`src/rtl/icv3_pkg.sv`:
```
package icv3_pkg;

	// Field and arithmetic widths
	localparam int PIX_W    = 8;
	localparam int COEF_W   = 16;
	localparam int NUM_TAPS = 9;
	localparam int FIELDS   = 3;
	localparam int PROD_W   = PIX_W + 1 + COEF_W;
	localparam int RSUM_W   = PROD_W + 2;
	localparam int TSUM_W   = RSUM_W + 1;

	// Geometry registers
	localparam int WIDTH_REG_W  = 12;
	localparam int HEIGHT_REG_W = 13;
	localparam int MAX_HEIGHT   = 4096;

	// Configuration port
	localparam int CFG_IDX_W  = 3;
	localparam int CFG_DATA_W = 64;

	localparam logic [CFG_IDX_W-1:0] CFG_COEF_LO  = 3'd0;
	localparam logic [CFG_IDX_W-1:0] CFG_COEF_MID = 3'd1;
	localparam logic [CFG_IDX_W-1:0] CFG_COEF_HI  = 3'd2;
	localparam logic [CFG_IDX_W-1:0] CFG_WIDTH    = 3'd3;
	localparam logic [CFG_IDX_W-1:0] CFG_HEIGHT   = 3'd4;

	typedef logic signed [COEF_W-1:0] coef_t;
	typedef coef_t [NUM_TAPS-1:0] coef_vec_t;
	typedef logic [PIX_W-1:0] pix_t;
	typedef pix_t [NUM_TAPS-1:0] pix_vec_t;

	// Which neighbors of the center pixel lie inside the frame
	typedef struct packed {
		logic row_lo;
		logic row_hi;
		logic col_lo;
		logic col_hi;
	} tap_mask_t;

endpackage

```
`src/rtl/icv3_lane.sv`:
```
module icv3_lane (
	input  logic                          clk,
	input  logic                          en,
	input  icv3_pkg::pix_vec_t            pix,
	input  icv3_pkg::tap_mask_t           mask,
	input  icv3_pkg::coef_vec_t           coef,
	output logic [icv3_pkg::PIX_W-1:0]    value,
	output logic                          clip
);

	localparam logic signed [icv3_pkg::TSUM_W-1:0] SUM_MIN = icv3_pkg::TSUM_W'(-255);
	localparam logic signed [icv3_pkg::TSUM_W-1:0] SUM_MAX = icv3_pkg::TSUM_W'(65535);

	logic [2:0]                             row_ok;
	logic [2:0]                             col_ok;
	icv3_pkg::pix_vec_t                     pix_m;
	logic signed [icv3_pkg::PROD_W-1:0]     prod_s3 [icv3_pkg::NUM_TAPS];
	logic signed [icv3_pkg::RSUM_W-1:0]     rsum_s4 [3];
	logic signed [icv3_pkg::TSUM_W-1:0]     sum;
	logic                                   clip_lo;
	logic                                   clip_hi;

	assign row_ok = {mask.row_hi, 1'b1, mask.row_lo};
	assign col_ok = {mask.col_hi, 1'b1, mask.col_lo};

	// Zero the taps that fall outside the frame
	always_comb begin
		for (int k = 0; k < icv3_pkg::NUM_TAPS; k++) begin
			pix_m[k] = (row_ok[k / 3] && col_ok[k % 3]) ? pix[k] : '0;
		end
	end

	// One product per tap
	always_ff @(posedge clk) begin
		if (en) begin
			for (int k = 0; k < icv3_pkg::NUM_TAPS; k++) begin
				prod_s3[k] <= $signed({1'b0, pix_m[k]}) * $signed(coef[k]);
			end
		end
	end

	// Sum each kernel row
	always_ff @(posedge clk) begin
		if (en) begin
			for (int r = 0; r < 3; r++) begin
				rsum_s4[r] <= icv3_pkg::RSUM_W'(prod_s3[3*r])
					+ icv3_pkg::RSUM_W'(prod_s3[3*r+1])
					+ icv3_pkg::RSUM_W'(prod_s3[3*r+2]);
			end
		end
	end

	// Total, truncate toward zero and saturate to 0..255
	always_comb begin
		sum = icv3_pkg::TSUM_W'(rsum_s4[0]) + icv3_pkg::TSUM_W'(rsum_s4[1])
			+ icv3_pkg::TSUM_W'(rsum_s4[2]);
		clip_lo = sum < SUM_MIN;
		clip_hi = sum > SUM_MAX;
		if (clip_hi) begin
			value = '1;
		end else if (sum[icv3_pkg::TSUM_W-1]) begin
			value = '0;
		end else begin
			value = sum[2*icv3_pkg::PIX_W-1:icv3_pkg::PIX_W];
		end
		clip = clip_lo || clip_hi;
	end

endmodule

```
`config.mk`:
```
export PLATFORM = sky130hd
export DESIGN_NAME = icv3_lane
export DESIGN_NICKNAME = d
export VERILOG_FILES = /design/src/rtl/icv3_pkg.sv /design/src/rtl/icv3_lane.sv
export SDC_FILE = /design/constraint.sdc
export NUM_CORES = 2
export LEC_CHECK = 0
export BUFFER_PORTS_ARGS = -buffer_cell sky130_fd_sc_hd__buf_4
export CAP_MARGIN = 0
export CELL_PAD_IN_SITES_DETAIL_PLACEMENT = 0
export CELL_PAD_IN_SITES_GLOBAL_PLACEMENT = 1
export CORE_UTILIZATION = 50
export CTS_CLUSTER_SIZE = 30
export DETAILED_ROUTE_END_ITERATION = 16
export PLACE_DENSITY = 0.91
export SETUP_SLACK_MARGIN = 0.3
export SKIP_LAST_GASP = 1
export SLEW_MARGIN = 25
export SYNTH_ARGS = -nofsm -noshare
export SYNTH_HDL_FRONTEND = slang
export SYNTH_SLANG_ARGS = --single-unit
```
`constraint.sdc`:
```
create_clock -name clk -period 7.6 [get_ports clk]
set_input_delay 0.76 -clock clk [delete_from_list [all_inputs] [get_ports clk]]
set_output_delay 0.76 -clock clk [all_outputs]
set_load 0.02 [all_outputs]
```
==> impl_metrics.json <==
{
  "synth_cell_types": 70,
  "firstDrtPassIters": 5,
  "p_sw_w": 0.009916,
  "sequentialPowerShare_pct": 18.3,
  "p_int_w": 0.01053,
  "initial_core_util_pct": 50.46,
  "hold_path.class": "input port to register",
  "cts_tree": "done",
  "power_density_nw_per_um2": 328.8,
  "preCtsSetupSlack_ns": 0.5717,
  "finalSetupTns_ns": 0,
  "seq_area_frac_synth_pct": 15.93,
  "gp_congestion": 0.9160,
  "synth_edf_count": 306,
  "synth_seq_cells": 306,
  "dp_hpwl_mm": 109.1,
  "cts_buffers": 37,
  "swShare_pct": 48.49,
  "cts_resized": 0,
  "postCtsSetupBuffers": 0,
  "p_comb_share_pct": 72.7,
  "dieArea_um2": 116800,
  "synth_warnings": 0,
  "crit_arrival_ns": 6.80,
  "drt-total-wl_mm": 130.8,
  "cts_buffer_depth": 3,
  "cts_root_buffer": "clkbuf_16",
  "row_count": 124,
  "crit_fanout": 53,
  "worst_slack_ns": 1.097,
  "grt_pass1_wl_mm": 219.8,
  "synth_area_um2": 57700,
  "critPathKind": "input port to register",
  "layout_commonest_cell": "inv_1",
  "grt-ovfl-total": 0,
  "clock_sinks": 306,
  "fin_nets": 8001,
  "synth_ff_type": "edfxtp_1",
  "syn_area_per_cell_um2": 9.516,
  "async_reset_ff_share_pct": 0,
  "antenna_found_initial": 17,
  "detail_route.wl_per_cell_um": 16.87,
  "p_clk_share_pct": 9.0,
  "fp.dieW_um": 341.7,
  "startpoint_type": "input port",
  "cap_violations": 0,
  "io_buffers": 230,
  "syn2layout_area_growth_pct": 7.766,
  "worst_slew_pin_slew_ns": 0.9516,
  "ios": 231,
  "rsz0062_at_grt": "false",
  "grt_max_degree": 106,
  "status": "complete, no violations",
  "setup_viol": 0,
  "die_y_um": 341.7,
  "drive_gt1_share_pct": 5.408,
  "cp.required_ns": 7.90,
  "end_kind": "register",
  "synth_fp_nets": 7860,
  "skew_ns": 0.02580,
  "coreArea_um2": 114300,
  "finalCritPeriodShare_pct": 85.57,
  "holdBufCountCts": 0,
  "syn_inst": 6063,
  "clock.fmax_mhz": 153.8,
  "ant_nets": 0,
  "drc": 0,
  "final_cell_mix": "inv_1, fa_1, nand2_1, ha_1, and2_1",
  "power.leakage_nw": 32.69,
  "finalMaxSlewViolations": 0,
  "ir_drop_mv": 0.9913,
  "insertion_delay_ns": 0.56,
  "vias_per_cell": 5.279,
  "grt_pass1_vias": 42992,
  "cts_htree_levels": 2,
  "vias": 40942,
  "grt_usage_pct": 23.37,
  "slew_headroom_pct": 36.56,
  "cts.clk_slew.worst_paths_ns": 0.06,
  "hold_viol_final": 0,
  "period_needed_ns": 6.503,
  "drtIter0Drc": 2322
}
[metal layers]
layer	share of wire, %	wire [um]	global-route usage [%]
met1	44	57060	32.16
met4	2.3	3045	6.792
met3	5.0	6585	2.028
met5	0	0	0
met2	49	64160	39.41
[layout make-up]
cell class              count  area [um^2]
inverters                1430         5368
flip-flops and latches    306         9189
fillers                 10097        52170
multi-input cells        4184        42600
clock buffers              42        944.7
well taps                1512         1892
repair buffers            245         1847
diodes                     12        30.03
clock inverters            25        312.8
[cell usage after synthesis, types with 20 or more instances]
master	n	share of area [%]
edfxtp_1	306	16
nand2_1	616	4.0
fa_1	1024	36
nor3_1	50	0.43
o21a_1	43	0.56
inv_1	1430	9.3
nand3_1	76	0.66
nor2_1	139	0.90
clkbuf_1	141	0.92
and2_1	386	4.2
xnor2_1	210	3.2
ha_1	551	12
a21o_1	82	1.1
nor2b_1	31	0.34
or3_1	28	0.30
o21bai_1	21	0.27
o21ai_0	91	0.79
nand2b_1	20	0.22
xor2_1	69	1.0
a21oi_1	195	1.7
and3_1	336	3.6
[path summary, 6_finish.rpt]
kind                              from                        to  slack [ns]  depth (start not counted)
min reg2reg  prod_s3[0][126]$_DFFE_PP_  rsum_s4[0][28]$_DFFE_PP_        0.75                          2
min                            pix[24]  prod_s3[0][75]$_DFFE_PP_        0.59                          2
max reg2reg  prod_s3[0][201]$_DFFE_PP_  rsum_s4[0][79]$_DFFE_PP_        3.46                         14
max                            mask[1]  prod_s3[0][23]$_DFFE_PP_        1.10                         21
[critical path: stages]
cell      delay (ns)
buf_4           0.40
and3_1          0.64
nand2_1         0.16
fa_1            0.56
inv_1           0.05
fa_1            0.46
ha_1            0.29
inv_1           0.05
fa_1            0.48
inv_1           0.06
ha_1            0.27
a21o_1          0.16
a21oi_1         0.24
nor2b_1         0.08
o21a_1          0.21
o311ai_0        0.61
a31oi_1         0.26
or4_1           0.45
a31oi_1         0.27
o21ai_0         0.15
xor2_1          0.16
[power by group through the flow]
stage | combinational (W) | clock (W) | sequential, W
2_1_floorplan | 0.0109 | 0 | 0.00346
3_3_place_gp | 0.0144 | 0 | 0.00377
3_5_place_dp | 0.0146 | 0 | 0.00377
4_1_cts | 0.0149 | 0.00187 | 0.00375
5_1_grt | 0.0167 | 0.00192 | 0.00380
6_report | 0.0149 | 0.00183 | 0.00374
[metrics by stage]
step | hold WS [ns] | area [um^2] | instances | utilization, % | power, W
2_1_floorplan | 0.6803 | 57700 | 6063 | - | 0.01436
3_3_place_gp | 0.7087 | 60890 | 7677 | 53.25 | 0.01817
3_5_place_dp | 0.7405 | 60890 | 7677 | 53.25 | 0.01840
4_1_cts | 0.5664 | 62150 | 7744 | 54.35 | 0.02047
5_1_grt | 0.5855 | 62180 | 7756 | 54.38 | 0.02239
6_report | 0.5919 | 62180 | 7756 | 54.38 | 0.02045
[sequential cells by signal, summed over array words and instances (netlist names)]
| signal | count |
|---|---|
| rsum_s4 | 81 |
| prod_s3 | 225 |
[logic make-up after synthesis]
kind of cell	count (synthesis)	synth area share [%]
AOI/OAI and AO/OA	589	6.668
xor gates and xnor gates	279	4.235
adders and majority gates	1575	47.48
buffers and inverters	1573	10.25
DFF	306	15.93
muxes	2	0.03686
and+or+nand+nor	1739	15.41
Note: power is estimated with default switching activity, not from simulation.
